$ cat src/sv/mcstb_pkg.sv
// Shared types and constants for the soft timer bank.
// Used by mcstb_ctrl, mcstb_dp and multi_channel_soft_timer_bank; no dependencies.
package mcstb_pkg;

  localparam int NUM_CHANNELS_DEF = 16;
  localparam int MAX_RESULTS      = 16;
  localparam int FIRE_CNT_W       = $clog2(MAX_RESULTS + 1);

  localparam int ACT_W   = 2;
  localparam int CH_IN_W = 8;
  localparam int TIME_W  = 32;
  localparam int CFG_W   = 16;
  localparam int FCH_W   = 6;

  localparam logic [CFG_W-1:0] BASE_OFFSET_RST = 16'd200;

  typedef enum logic [ACT_W-1:0] {
    ACT_TICK   = 2'd0,
    ACT_START  = 2'd1,
    ACT_CANCEL = 2'd2,
    ACT_NOP    = 2'd3
  } act_t;

  typedef enum logic [1:0] {
    CH_ARMED   = 2'd0,
    CH_EXPIRED = 2'd1,
    CH_STOPPED = 2'd2
  } chan_st_t;

  // Controller to datapath.
  typedef struct packed {
    logic accept;
    logic exec;
    logic scan;
    logic finish;
  } dp_cmd_t;

  // Datapath to controller.
  typedef struct packed {
    logic in_tick;
    logic scan_end;
    logic out_free;
  } dp_sts_t;

endpackage

$ cat src/sv/mcstb_ctrl.sv
// Sequencing state machine of the soft timer bank.
// Depends on mcstb_pkg; drives mcstb_dp through dp_cmd_t and reads dp_sts_t.
module mcstb_ctrl (
  input  logic               clk,
  input  logic               rst,
  input  logic               in_valid,
  output logic               in_ready,
  output mcstb_pkg::dp_cmd_t cmd,
  input  mcstb_pkg::dp_sts_t sts
);
  import mcstb_pkg::*;

  typedef enum logic [1:0] {
    S_IDLE,
    S_EXEC,
    S_SCAN,
    S_DONE
  } state_t;

  state_t state;
  state_t state_next;

  always_comb begin
    state_next = state;
    case (state)
      S_IDLE: begin
        if (in_valid) begin
          state_next = sts.in_tick ? S_SCAN : S_EXEC;
        end
      end
      S_EXEC: begin
        if (sts.out_free) begin
          state_next = S_IDLE;
        end
      end
      S_SCAN: begin
        if (sts.scan_end) begin
          state_next = S_DONE;
        end
      end
      S_DONE: begin
        if (sts.out_free) begin
          state_next = S_IDLE;
        end
      end
      default: state_next = S_IDLE;
    endcase
  end

  always_ff @(posedge clk) begin
    if (rst) begin
      state    <= S_IDLE;
      in_ready <= 1'b1;
    end else begin
      state    <= state_next;
      in_ready <= (state_next == S_IDLE);
    end
  end

  always_comb begin
    cmd.accept = (state == S_IDLE) && in_valid;
    cmd.exec   = (state == S_EXEC);
    cmd.scan   = (state == S_SCAN);
    cmd.finish = (state == S_DONE);
  end

endmodule

$ cat src/sv/mcstb_dp.sv
// Datapath of the soft timer bank: channel flags, match and period memories,
// scan index, pending fire and output register. Depends on mcstb_pkg.
module mcstb_dp #(
  parameter int NUM_CHANNELS = mcstb_pkg::NUM_CHANNELS_DEF
) (
  input  logic                          clk,
  input  logic                          rst,
  input  logic                          cfg_we,
  input  logic [mcstb_pkg::CFG_W-1:0]   cfg_wdata,
  input  logic [mcstb_pkg::ACT_W-1:0]   action,
  input  logic [mcstb_pkg::CH_IN_W-1:0] channel,
  input  logic                          repeat_mode,
  input  logic [mcstb_pkg::TIME_W-1:0]  delay_ms,
  input  logic [mcstb_pkg::TIME_W-1:0]  now_ms,
  output logic                          out_valid,
  input  logic                          out_ready,
  output logic                          fired,
  output logic [mcstb_pkg::FCH_W-1:0]   fired_channel,
  output logic                          status,
  output logic                          last,
  input  mcstb_pkg::dp_cmd_t            cmd,
  output mcstb_pkg::dp_sts_t            sts
);
  import mcstb_pkg::*;

  localparam int CH_W = (NUM_CHANNELS > 1) ? $clog2(NUM_CHANNELS) : 1;
  localparam logic [CH_W-1:0]    LAST_CH   = CH_W'(NUM_CHANNELS - 1);
  localparam logic [CH_IN_W-1:0] NUM_CH_IN = CH_IN_W'(NUM_CHANNELS);

  // Latched transaction.
  act_t               act_q;
  logic [CH_IN_W-1:0] ch_q;
  logic               mode_q;
  logic               dly_zero_q;
  logic [TIME_W-1:0]  dly_adj_q;
  logic [TIME_W-1:0]  now_q;

  logic [CFG_W-1:0]   base_offset;

  chan_st_t           chan_state [NUM_CHANNELS];
  logic [NUM_CHANNELS-1:0] chan_periodic;

  logic [TIME_W-1:0]  match_mem  [NUM_CHANNELS];
  logic [TIME_W-1:0]  period_mem [NUM_CHANNELS];
  logic [TIME_W-1:0]  match_rd;
  logic [TIME_W-1:0]  period_rd;

  logic [CH_W-1:0]       idx;
  logic                  pend_valid;
  logic [CH_W-1:0]       pend_ch;
  logic [FIRE_CNT_W-1:0] fire_cnt;

  logic               out_free;
  logic               ch_ok;
  logic [CH_W-1:0]    ch_sel;
  logic               reject;
  logic               exec_go;
  logic               start_go;
  logic               cancel_go;
  chan_st_t           cur_st;
  logic               fire_now;
  logic               expire_now;
  logic               step;
  logic               emit_mid;
  logic               finish_go;
  logic [CH_W-1:0]    idx_nx;
  logic               rd_en;
  logic [CH_W-1:0]    rd_addr;
  logic               m_we;
  logic [CH_W-1:0]    m_addr;
  logic [TIME_W-1:0]  m_wdata;

  always_comb begin
    out_free  = !out_valid || out_ready;
    ch_ok     = (ch_q < NUM_CH_IN);
    ch_sel    = ch_q[CH_W-1:0];
    case (act_q)
      ACT_START:  reject = !ch_ok || dly_zero_q;
      ACT_CANCEL: reject = !ch_ok;
      default:    reject = 1'b0;
    endcase
    exec_go   = cmd.exec && out_free;
    start_go  = exec_go && (act_q == ACT_START) && !reject;
    cancel_go = exec_go && (act_q == ACT_CANCEL) && !reject;

    cur_st     = chan_state[idx];
    fire_now   = cmd.scan && (cur_st == CH_EXPIRED) &&
                 (fire_cnt < FIRE_CNT_W'(MAX_RESULTS));
    expire_now = cmd.scan && (cur_st == CH_ARMED) && (match_rd < now_q);
    // A second fire can only be taken once the previous one has left.
    step       = cmd.scan && !(fire_now && pend_valid && !out_free);
    emit_mid   = step && fire_now && pend_valid;
    finish_go  = cmd.finish && out_free;

    idx_nx  = (idx == LAST_CH) ? '0 : idx + 1'b1;
    rd_en   = !cmd.scan || step;
    rd_addr = cmd.scan ? idx_nx : '0;

    m_we    = start_go || (step && fire_now);
    m_addr  = start_go ? ch_sel : idx;
    m_wdata = start_go ? (now_q + dly_adj_q) : (now_q + period_rd);

    sts.in_tick  = (action == ACT_TICK);
    sts.scan_end = step && (idx == LAST_CH);
    sts.out_free = out_free;
  end

  always_ff @(posedge clk) begin
    if (m_we) begin
      match_mem[m_addr] <= m_wdata;
    end
    if (start_go) begin
      period_mem[ch_sel] <= dly_adj_q;
    end
    if (rd_en) begin
      match_rd  <= match_mem[rd_addr];
      period_rd <= period_mem[rd_addr];
    end
  end

  always_ff @(posedge clk) begin
    if (cmd.accept) begin
      act_q      <= act_t'(action);
      ch_q       <= channel;
      mode_q     <= repeat_mode;
      dly_zero_q <= (delay_ms == '0);
      dly_adj_q  <= delay_ms - TIME_W'(base_offset);
      now_q      <= now_ms;
    end
  end

  always_ff @(posedge clk) begin
    if (rst) begin
      base_offset <= BASE_OFFSET_RST;
    end else if (cfg_we) begin
      base_offset <= cfg_wdata;
    end
  end

  always_ff @(posedge clk) begin
    if (rst) begin
      for (int i = 0; i < NUM_CHANNELS; i++) begin
        chan_state[i] <= CH_STOPPED;
      end
      chan_periodic <= '0;
    end else begin
      if (start_go) begin
        chan_state[ch_sel]    <= CH_ARMED;
        chan_periodic[ch_sel] <= mode_q;
      end
      if (cancel_go) begin
        chan_state[ch_sel] <= CH_STOPPED;
      end
      if (expire_now) begin
        chan_state[idx] <= CH_EXPIRED;
      end
      if (step && fire_now) begin
        chan_state[idx] <= chan_periodic[idx] ? CH_ARMED : CH_STOPPED;
      end
    end
  end

  always_ff @(posedge clk) begin
    if (rst) begin
      idx        <= '0;
      pend_valid <= 1'b0;
      fire_cnt   <= '0;
    end else begin
      if (step) begin
        idx <= idx_nx;
        if (fire_now) begin
          pend_valid <= 1'b1;
          pend_ch    <= idx;
          fire_cnt   <= fire_cnt + 1'b1;
        end
      end
      if (finish_go) begin
        pend_valid <= 1'b0;
        fire_cnt   <= '0;
      end
    end
  end

  always_ff @(posedge clk) begin
    if (rst) begin
      out_valid <= 1'b0;
    end else if (exec_go || emit_mid || finish_go) begin
      out_valid <= 1'b1;
    end else if (out_ready) begin
      out_valid <= 1'b0;
    end
  end

  always_ff @(posedge clk) begin
    if (exec_go) begin
      fired         <= 1'b0;
      fired_channel <= '0;
      status        <= reject;
      last          <= 1'b1;
    end else if (emit_mid) begin
      fired         <= 1'b1;
      fired_channel <= FCH_W'(pend_ch);
      status        <= 1'b0;
      last          <= 1'b0;
    end else if (finish_go) begin
      fired         <= pend_valid;
      fired_channel <= pend_valid ? FCH_W'(pend_ch) : '0;
      status        <= 1'b0;
      last          <= 1'b1;
    end
  end

`ifndef ASSERT_OFF
  a_idx_home: assert property (@(posedge clk) disable iff (rst)
    !cmd.scan |-> (idx == '0))
    else $error("scan index not parked at zero outside a tick scan");

  a_pend_scope: assert property (@(posedge clk) disable iff (rst)
    (!cmd.scan && !cmd.finish) |-> !pend_valid)
    else $error("pending fire left over outside a tick");

  a_fire_limit: assert property (@(posedge clk) disable iff (rst)
    fire_cnt <= FIRE_CNT_W'(MAX_RESULTS))
    else $error("fire count above the per-tick limit");

  a_mid_is_fire: assert property (@(posedge clk) disable iff (rst)
    (out_valid && !last) |-> (fired && !status))
    else $error("non-final result that is not a fire");
`endif

endmodule

$ cat src/sv/multi_channel_soft_timer_bank.sv
// Top level of the soft timer bank: controller plus datapath.
// Depends on mcstb_pkg, mcstb_ctrl and mcstb_dp.
//
//   channel   handshake             payload
//   -------   -------------------   -------------------------------------------
//   input     in_valid / in_ready   action, channel, repeat_mode, delay_ms, now_ms
//   output    out_valid / out_ready fired, fired_channel, status, last
//   config    cfg_we                cfg_wdata (base_offset)
//
// A start, cancel or no-op is captured, then executed and its result loaded.
// A tick scans one channel per cycle, unless a stalled output holds the scan, through
// the single read port of the match and period memories, then loads the closing result.
// A stalled output holds the scan only when a second fire has to leave while the first
// still waits; the next transaction is taken once the last result is loaded.
// Reset is synchronous; channel flags reset to stopped, so the memories need no clearing.
module multi_channel_soft_timer_bank #(
  parameter int NUM_CHANNELS = mcstb_pkg::NUM_CHANNELS_DEF
) (
  input  logic                          clk,
  input  logic                          rst,
  input  logic                          cfg_we,
  input  logic [mcstb_pkg::CFG_W-1:0]   cfg_wdata,
  input  logic                          in_valid,
  output logic                          in_ready,
  input  logic [mcstb_pkg::ACT_W-1:0]   action,
  input  logic [mcstb_pkg::CH_IN_W-1:0] channel,
  input  logic                          repeat_mode,
  input  logic [mcstb_pkg::TIME_W-1:0]  delay_ms,
  input  logic [mcstb_pkg::TIME_W-1:0]  now_ms,
  output logic                          out_valid,
  input  logic                          out_ready,
  output logic                          fired,
  output logic [mcstb_pkg::FCH_W-1:0]   fired_channel,
  output logic                          status,
  output logic                          last
);
  import mcstb_pkg::*;

  // Command and status between the sequencer and the datapath.
  dp_cmd_t cmd;
  dp_sts_t sts;

  // The controller decides which phase the current transaction is in and drives in_ready.
  mcstb_ctrl u_ctrl (
    .clk      (clk),
    .rst      (rst),
    .in_valid (in_valid),
    .in_ready (in_ready),
    .cmd      (cmd),
    .sts      (sts)
  );

  // The datapath holds all timer state and builds every result.
  mcstb_dp #(
    .NUM_CHANNELS (NUM_CHANNELS)
  ) u_dp (
    .clk           (clk),
    .rst           (rst),
    .cfg_we        (cfg_we),
    .cfg_wdata     (cfg_wdata),
    .action        (action),
    .channel       (channel),
    .repeat_mode   (repeat_mode),
    .delay_ms      (delay_ms),
    .now_ms        (now_ms),
    .out_valid     (out_valid),
    .out_ready     (out_ready),
    .fired         (fired),
    .fired_channel (fired_channel),
    .status        (status),
    .last          (last),
    .cmd           (cmd),
    .sts           (sts)
  );

endmodule
$ cat config.mk
export PLATFORM = sky130hd
export DESIGN_NAME = multi_channel_soft_timer_bank
export DESIGN_NICKNAME = d
export VERILOG_FILES = /design/src/sv/mcstb_pkg.sv /design/src/sv/mcstb_ctrl.sv /design/src/sv/mcstb_dp.sv /design/src/sv/multi_channel_soft_timer_bank.sv
export SDC_FILE = /design/constraint.sdc
export NUM_CORES = 2
export LEC_CHECK = 0
export ABC_AREA = 1
export BUFFER_PORTS_ARGS = -buffer_cell sky130_fd_sc_hd__buf_2
export CAP_MARGIN = 40
export CORE_MARGIN = 5
export CORE_UTILIZATION = 42
export CTS_CLUSTER_DIAMETER = 50
export DETAILED_ROUTE_END_ITERATION = 8
export MAX_ROUTING_LAYER = met4
export PLACE_DENSITY_LB_ADDON = 0.05
export SLEW_MARGIN = 20
export SYNTH_ARGS = -nofsm -noshare
export SYNTH_HDL_FRONTEND = slang
export SYNTH_SLANG_ARGS = --single-unit
$ cat constraint.sdc
create_clock -name clk -period 4.95 [get_ports clk]
set_input_delay 0.99 -clock clk [delete_from_list [all_inputs] [get_ports clk]]
set_output_delay 0.99 -clock clk [all_outputs]
set_load 0.02 [all_outputs]
# Yosys cells after proc, flatten, opt, wreduce, memory -nomap -nowiden

Memory sizes are Yosys's and may differ from the RTL's. A register that Yosys moved wholly into a read port is not among the register bits.
Index checks and enable logic that the tools add are counted.

Logic and storage cells: 142
Memories: 3
Bits of input ports: 96
Bits in writable memories: 1056
Flip-flop bits (word level): 133
Output and inout bits: 11

$lt $le $gt $ge: 6
Equality and inequality tests: 7
Reductions and logical operators: 44
Add/subtract/negate cells: 5
Muxes and demuxes: 55
Bitwise gates (word level): 3

Memory list:

| name            | words | bits a word | read ports | clocked after memory_dff | write ports | line           | text |
|---|---|---|---|---|---|---|---|
| u_dp.match_mem  | 16    | 32          | 1          | 1                        | 1           | mcstb_dp.sv:43 | `logic [TIME_W-1:0] match_mem [NUM_CHANNELS];` |
| u_dp.period_mem | 16    | 32          | 1          | 1                        | 1           | mcstb_dp.sv:44 | `logic [TIME_W-1:0] period_mem [NUM_CHANNELS];` |
| u_dp.chan_state | 16    | 2           | 1          | 1                        | 16          | mcstb_dp.sv:40 | `chan_st_t chan_state [NUM_CHANNELS];` |

Operators by type and width:

| kind                                                                         | count |
|---|---|
| 32-bit adder                                                                 | 2 |
| 4-bit 2-to-1 mux                                                             | 10 |
| 32-bit logical NOT                                                           | 1 |
| 32-bit less-than comparator                                                  | 1 |
| 32-bit 2-to-1 mux                                                            | 1 |
| 32-bit by 16-bit subtractor with 32-bit output                               | 1 |
| 1-bit 2-to-1 mux                                                             | 30 |
| 1-bit logical AND                                                            | 18 |
| 2-bit 2-to-1 mux                                                             | 9 |
| 16-bit bitwise mux                                                           | 1 |
| 4-bit by 5-bit less-than comparator with 1-bit output, second input constant | 2 |
| 2-bit logical NOT                                                            | 4 |
| 8-bit by 5-bit less-than comparator with 1-bit output, second input constant | 1 |
| 2-bit OR reduction                                                           | 4 |
| 2-bit by 1-bit == test with 1-bit output, second input constant              | 3 |
| 2-bit == test, second input constant                                         | 3 |
| 1-bit logical NOT                                                            | 6 |
| 1-bit logical OR                                                             | 6 |
| 2-bit one-hot mux with 3 select lines                                        | 1 |
| 5-bit by 1-bit adder with 5-bit output, second input constant                | 1 |
| 5-bit less-than comparator, second input constant                            | 1 |
| 4-bit by 1-bit adder with 4-bit output, second input constant                | 1 |
| 1-bit binary-select mux with 4-bit select                                    | 1 |
| 1-bit demux with 4-bit select                                                | 1 |
| other kinds (9)                                                              | 11 |

# Logic depth before layout (Yosys ltp)

Word-level depth: 14
Mapped depth: 26
Gate-level depth less buffers: 25

# By module

Synthesis repeated with hierarchy kept, for this count alone.

Cells, all modules: 4451
Area total of the unflattened synthesis: 53391.2 um2

By module, submodules not included:

| module     | seq. area each (um2) | area an instance (um2) | cells each | times used |
|---|---|---|---|---|
| mcstb_dp   | 37125.6              | 53226.0                | 4425       | 1 |
| mcstb_ctrl | 60.1                 | 165.2                  | 26         | 1 |

# Worst setup path after synthesis

OpenSTA, ideal clock, no wires.

Kind: input-to-reg
From: in out_ready
To: mem u_dp.match_mem[0][18] (data pin)
Data required time: 4.661 ns
Setup time: 0.289 ns
Path buffers: 2
Arrival time: 4.535 ns
Cell stages on the path: 21
Slack: 0.126 ns
Cell sequence: nor2_1 > nor2_1 > inv_2 > nor2_4 > inv_2 > nor2_1 > nand2_1 > buf_2 > clkbuf_1 > nand2_1 > nand2_1 > ha_1 > inv_1 > fa_1 > o21ai_0 > a21oi_1 > o21bai_1 > a21oi_1 > o21ai_0 > a21oi_1 > xor2_1

Word-level cells in the longest chain between the ends: 5

Ends and longest elaborated chain:

| element                        | line                                | text |
|---|---|---|
| start, declared                | multi_channel_soft_timer_bank.sv:31 | `input logic out_ready,` |
| 1-bit logical OR               | mcstb_dp.sv:74                      | `out_free = !out_valid \|\| out_ready;` |
| 1-bit logical AND              | mcstb_dp.sv:82                      | `exec_go = cmd.exec && out_free;` |
| 1-bit logical AND (2 in a row) | mcstb_dp.sv:83                      | `start_go = exec_go && (act_q == ACT_START) && !reject;` |
| 32-bit 2-to-1 mux              | mcstb_dp.sv:101                     | `m_wdata = start_go ? (now_q + dly_adj_q) : (now_q + period_rd);` |
| net u_dp.m_wdata[18]           | mcstb_dp.sv:71                      | `logic [TIME_W-1:0] m_wdata;` |
| end, declared                  | mcstb_dp.sv:43                      |  |

The timed path passes the listed nets, and every way through them passes these cells.

# Worst setup path in the final report

From: reg u_dp.act_q[0]
To: mem u_dp.match_mem[6][30] (data pin)

Word-level cells in the longest chain between the ends: 5
Elaborated cells between the ends (all ways): 7
Classes of those cells: eq/ne: 2; mux: 2; reduce/logical: 3

Ends and longest elaborated chain:

| element                                                                          | line                           | text |
|---|---|---|
| start, declared                                                                  | mcstb_dp.sv:31                 | `act_t act_q;` |
| start signal, assigned                                                           | mcstb_dp.sv:123                | `act_q <= act_t'(action);` |
| 2-bit == test / 2-bit by 1-bit == test with 1-bit output (equally long branches) | mcstb_dp.sv:77, mcstb_dp.sv:83 |  |
| 1-bit one-hot mux with 2 select lines                                            | mcstb_dp.sv:77                 | `case (act_q)` |
| 1-bit logical NOT                                                                | mcstb_dp.sv:83                 |  |
| 1-bit logical AND *                                                              | mcstb_dp.sv:83                 |  |
| 32-bit 2-to-1 mux *                                                              | mcstb_dp.sv:101                |  |
| net u_dp.m_wdata[30]                                                             | mcstb_dp.sv:71                 |  |

Mark *: on every way through the listed nets, which the timed path passes. The rest lies on a longest branch.

==> results.py <==
metrics = {
    "placement": {
        "numPlacedInstances": 5753,
        "hpwlAfterDp_um": 85500,
        "portBuffers": 104,
        "routabilityCongestion": 0.851,
        "dpl-instance-area_um2": 56100,
    },
    "cts": {
        "cts_setup_buffers": 0,
        "cts_max_level": 4,
        "tritoncts.num_buffers": 150,
        "clock_latency_ps": 760,
        "clk_pin_slew_ps": 50,
        "postCtsHoldBufs": 0,
        "cts_sinks": 1257,
        "cts_resized": 0,
        "clk_path_buf_depth": 3,
        "tritoncts": "yes",
        "root_buffer": "clkbuf_16",
    },
    "finish": {
        "final_nets": 4452,
        "fin_util": 0.493,
        "stdcell_count": 6019,
        "area_growth_pct": 16.6,
        "fill_cells": 10768,
        "final_layout_size_suffix_gt1_frac": 0.127,
        "design_area_um2": 61000,
        "multi_input_area_um2": 13700,
        "n_antenna_cell": 0,
        "register_area_um2": 37200,
    },
    "power_and_ir_drop": {
        "peakVddDrop_mv": 0.372,
        "power_density_nw_per_um2": 406,
        "static-leakage-power_nw": 20.5,
        "totalPowerFinal_w": 0.0248,
    },
    "logic_synthesis": {
        "ys_warn_count": 0,
        "synth_area_leaders": "edfxtp_1 (69%), nor2_1 (4.9%), o21ai_0 (3.9%)",
        "synth_commonest_cells": "edfxtp_1 (1201), nor2_1 (676), o21ai_0 (412)",
        "syn_inst": 4069,
        "synth_edf_count": 1201,
        "ys_ff_latch": 1257,
        "post-synth-top-count-cell": "edfxtp_1",
        "ys.flop_type": "edfxtp_1",
        "syn_area_um2": 52300,
        "avgSynthCellArea_um2": 12.9,
        "synth_top_cell_by_area": "edfxtp_1",
        "yosysUniqueCellTypes": 53,
        "ys_async_sr_fraction": 0,
        "ys_seq_area_frac": 0.711,
        "synth_top_area_frac": 0.689,
    },
    "critical_path": {
        "worst-path-max-fanout": 15,
        "path_buf_inv": 7,
        "crit_top_cell": "nand2_1",
        "critPathRequiredTime_ps": 5560,
        "critPathTopFamily": "buffers and inverters",
        "endpoint_kind": "flip-flop",
        "arrival_ps": 4870,
        "cpPeakStageDelay_ps": 490,
        "cp-start-kind": "flip-flop",
        "critPathKind": "reg -> reg",
        "cpMaxStageDelayCell": "xor2_1",
        "crit_path_cell_trace": "inv_1, ha_1, a21oi_1, nand2_1, nand2_2, buf_4, nand2_1, nand2_1, ha_1, inv_1, fa_1, o21ai_0, buf_4, a21oi_1, buf_4, inv_1, nand3_1, nand3_1, nand2_1, o211ai_1, nand2_1, nand2_1, xor2_1, buf_4",
    },
    "routing": {
        "drcViolationCount": 0,
        "viasPerCell": 5.51,
        "wl_per_cell_um": 24.6,
        "dr_total_vias": 33137,
        "drt_wl_total_um": 148000,
        "drt.antenna.violating_nets": 0,
        "dr.pass1.iters": 5,
        "drt_iter0_markers": 2898,
    },
    "min_path": {
        "hp-class": "in -> reg",
    },
    "sta": {
        "setup_viol_count_final": 0,
        "clock_skew_ps": 26.9,
        "fin_crit_sh": 0.861,
        "hold_violations": 0,
        "fmax_ghz": 0.235,
        "rsz0062_at_grt": "false",
        "slew_violations": 0,
        "slew_headroom": 0.423,
        "fin_crit_ps": 4260,
        "tightest_slew_ps": 865,
    },
    "floorplan": {
        "coreArea_um2": 124000,
        "initial_core_util": 0.423,
        "dieHeight_um": 363,
        "top_level_ports": 107,
        "rows": 129,
        "dieWidth_um": 363,
        "die_area_um2": 132000,
    },
    "global_routing": {
        "grt_pass1_wl_um": 217000,
        "gr-total-overflow": 0,
        "grt_pass1_vias": 32494,
        "grt_max_degree": 119,
        "track_usage": 0.230,
        "antenna_found_initial": 3,
    },
    "job": {
        "maxCapViolations": 0,
    },
    "status": {
        "outcome": "finished, final reports clean",
    },
}
==> registers in the layout, summed over array words and instances (netlist names), 2 cells and up, named ones only <==
signal,count
u_dp.chan_periodic,16
u_dp.dly_adj_q,32
u_dp.fire_cnt,5
u_dp.period_mem,512
u_dp.match_rd,32
u_ctrl.state,2
u_dp.chan_state,32
u_dp.fired_channel,4
u_dp.idx,4
u_dp.ch_q,8
u_dp.now_q,32
u_dp.pend_ch,4
u_dp.period_rd,32
u_dp.base_offset,16
u_dp.match_mem,512
u_dp.act_q,2
==> logic make-up (layout without fill, tap and decap cells) <==
logic type | count (synthesis) | count (layout) | synth area share
DFF | 1257 | 1257 | 0.711
and+or+nand+nor | 1236 | 1236 | 0.0956
AOI/OAI and AO/OA | 897 | 897 | 0.106
buffers and inverters | 404 | 716 | 0.0319
muxes | 129 | 129 | 0.0247
adders and majority gates | 87 | 87 | 0.0211
xor gates and xnor gates | 58 | 58 | 0.00971
other | 1 | 2 | 0.0000717
==> metrics by stage <==
step                worst slack (ps)  hold WS (ps)  setup TNS [ps]
floorplan                        126           407               0
global placement                -135           450           -7710
detailed placement               156           454               0
CTS                              701           355               0
global route                     175           367               0
finish                           688           405               0
==> worst reg2reg max path: cells and delay by family (launching register included) <==
| family | cells | cell delay, ps |
|---|---|---|
| AOI/OAI and AO/OA | 4 | 570 |
| xor gates and xnor gates | 1 | 490 |
| adders and majority gates | 3 | 800 |
| buffers and inverters | 7 | 990 |
| DFF | 1 | 390 |
| and+or+nand+nor | 9 | 880 |
==> final cells by class <==
class,instances,area share
inverters,181,0.0116
flip-flops and latches,1257,0.610
clock inverters,77,0.0138
multi-input cells,2409,0.225
clock buffers,188,0.0664
well taps,1637,0.0336
repair buffers,270,0.0400
==> worst paths after layout <==
kind	startpoint	depth (start not counted)	to	slack, ps
worst max-delay path	u_dp.act_q[0]$_DFFE_PP_	24	u_dp.match_mem[6][30]$_DFFE_PP_	690
worst min-delay path	now_ms[7]	1	u_dp.now_q[7]$_DFFE_PP_	410
worst max register to register	u_dp.act_q[0]$_DFFE_PP_	24	u_dp.match_mem[6][30]$_DFFE_PP_	690
worst min register to register	u_dp.base_offset[2]$_SDFFE_PP0P_	2	u_dp.base_offset[2]$_SDFFE_PP0P_	460
==> cells in the final DEF, fill, tap and decap left out, types with 29 or more instances in the layout <==
cell and n:
o221ai_1 112, inv_1 171, nor2_4 39, nand2_1 373
mux2i_1 129, o211ai_1 66, o22ai_1 58, dfxtp_1 56
edfxtp_1 1201, buf_12 53, clkbuf_1 29, buf_4 112
nand3_1 90, a21oi_1 117, nor3_1 48, ha_1 85
o21ai_0 412, o32ai_1 91, buf_2 104, xor2_1 33
clkbuf_16 156, nor2_1 645
==> routing by layer <==
layer,global-route usage,up-vias,routed length [um]
met4,0.0567,0,3240
met2,0.361,880,69400
met3,0.0444,213,8530
li1,-,15482,-
met5,-,-,0
met1,0.313,16562,67100
==> power breakdown <==
part           internal, W  switching [W]
clock              0.00655        0.00436
combinational     0.000485        0.00103
sequential          0.0121       0.000235
total               0.0192        0.00563
No activity file was read; power rests on OpenSTA's default activity.
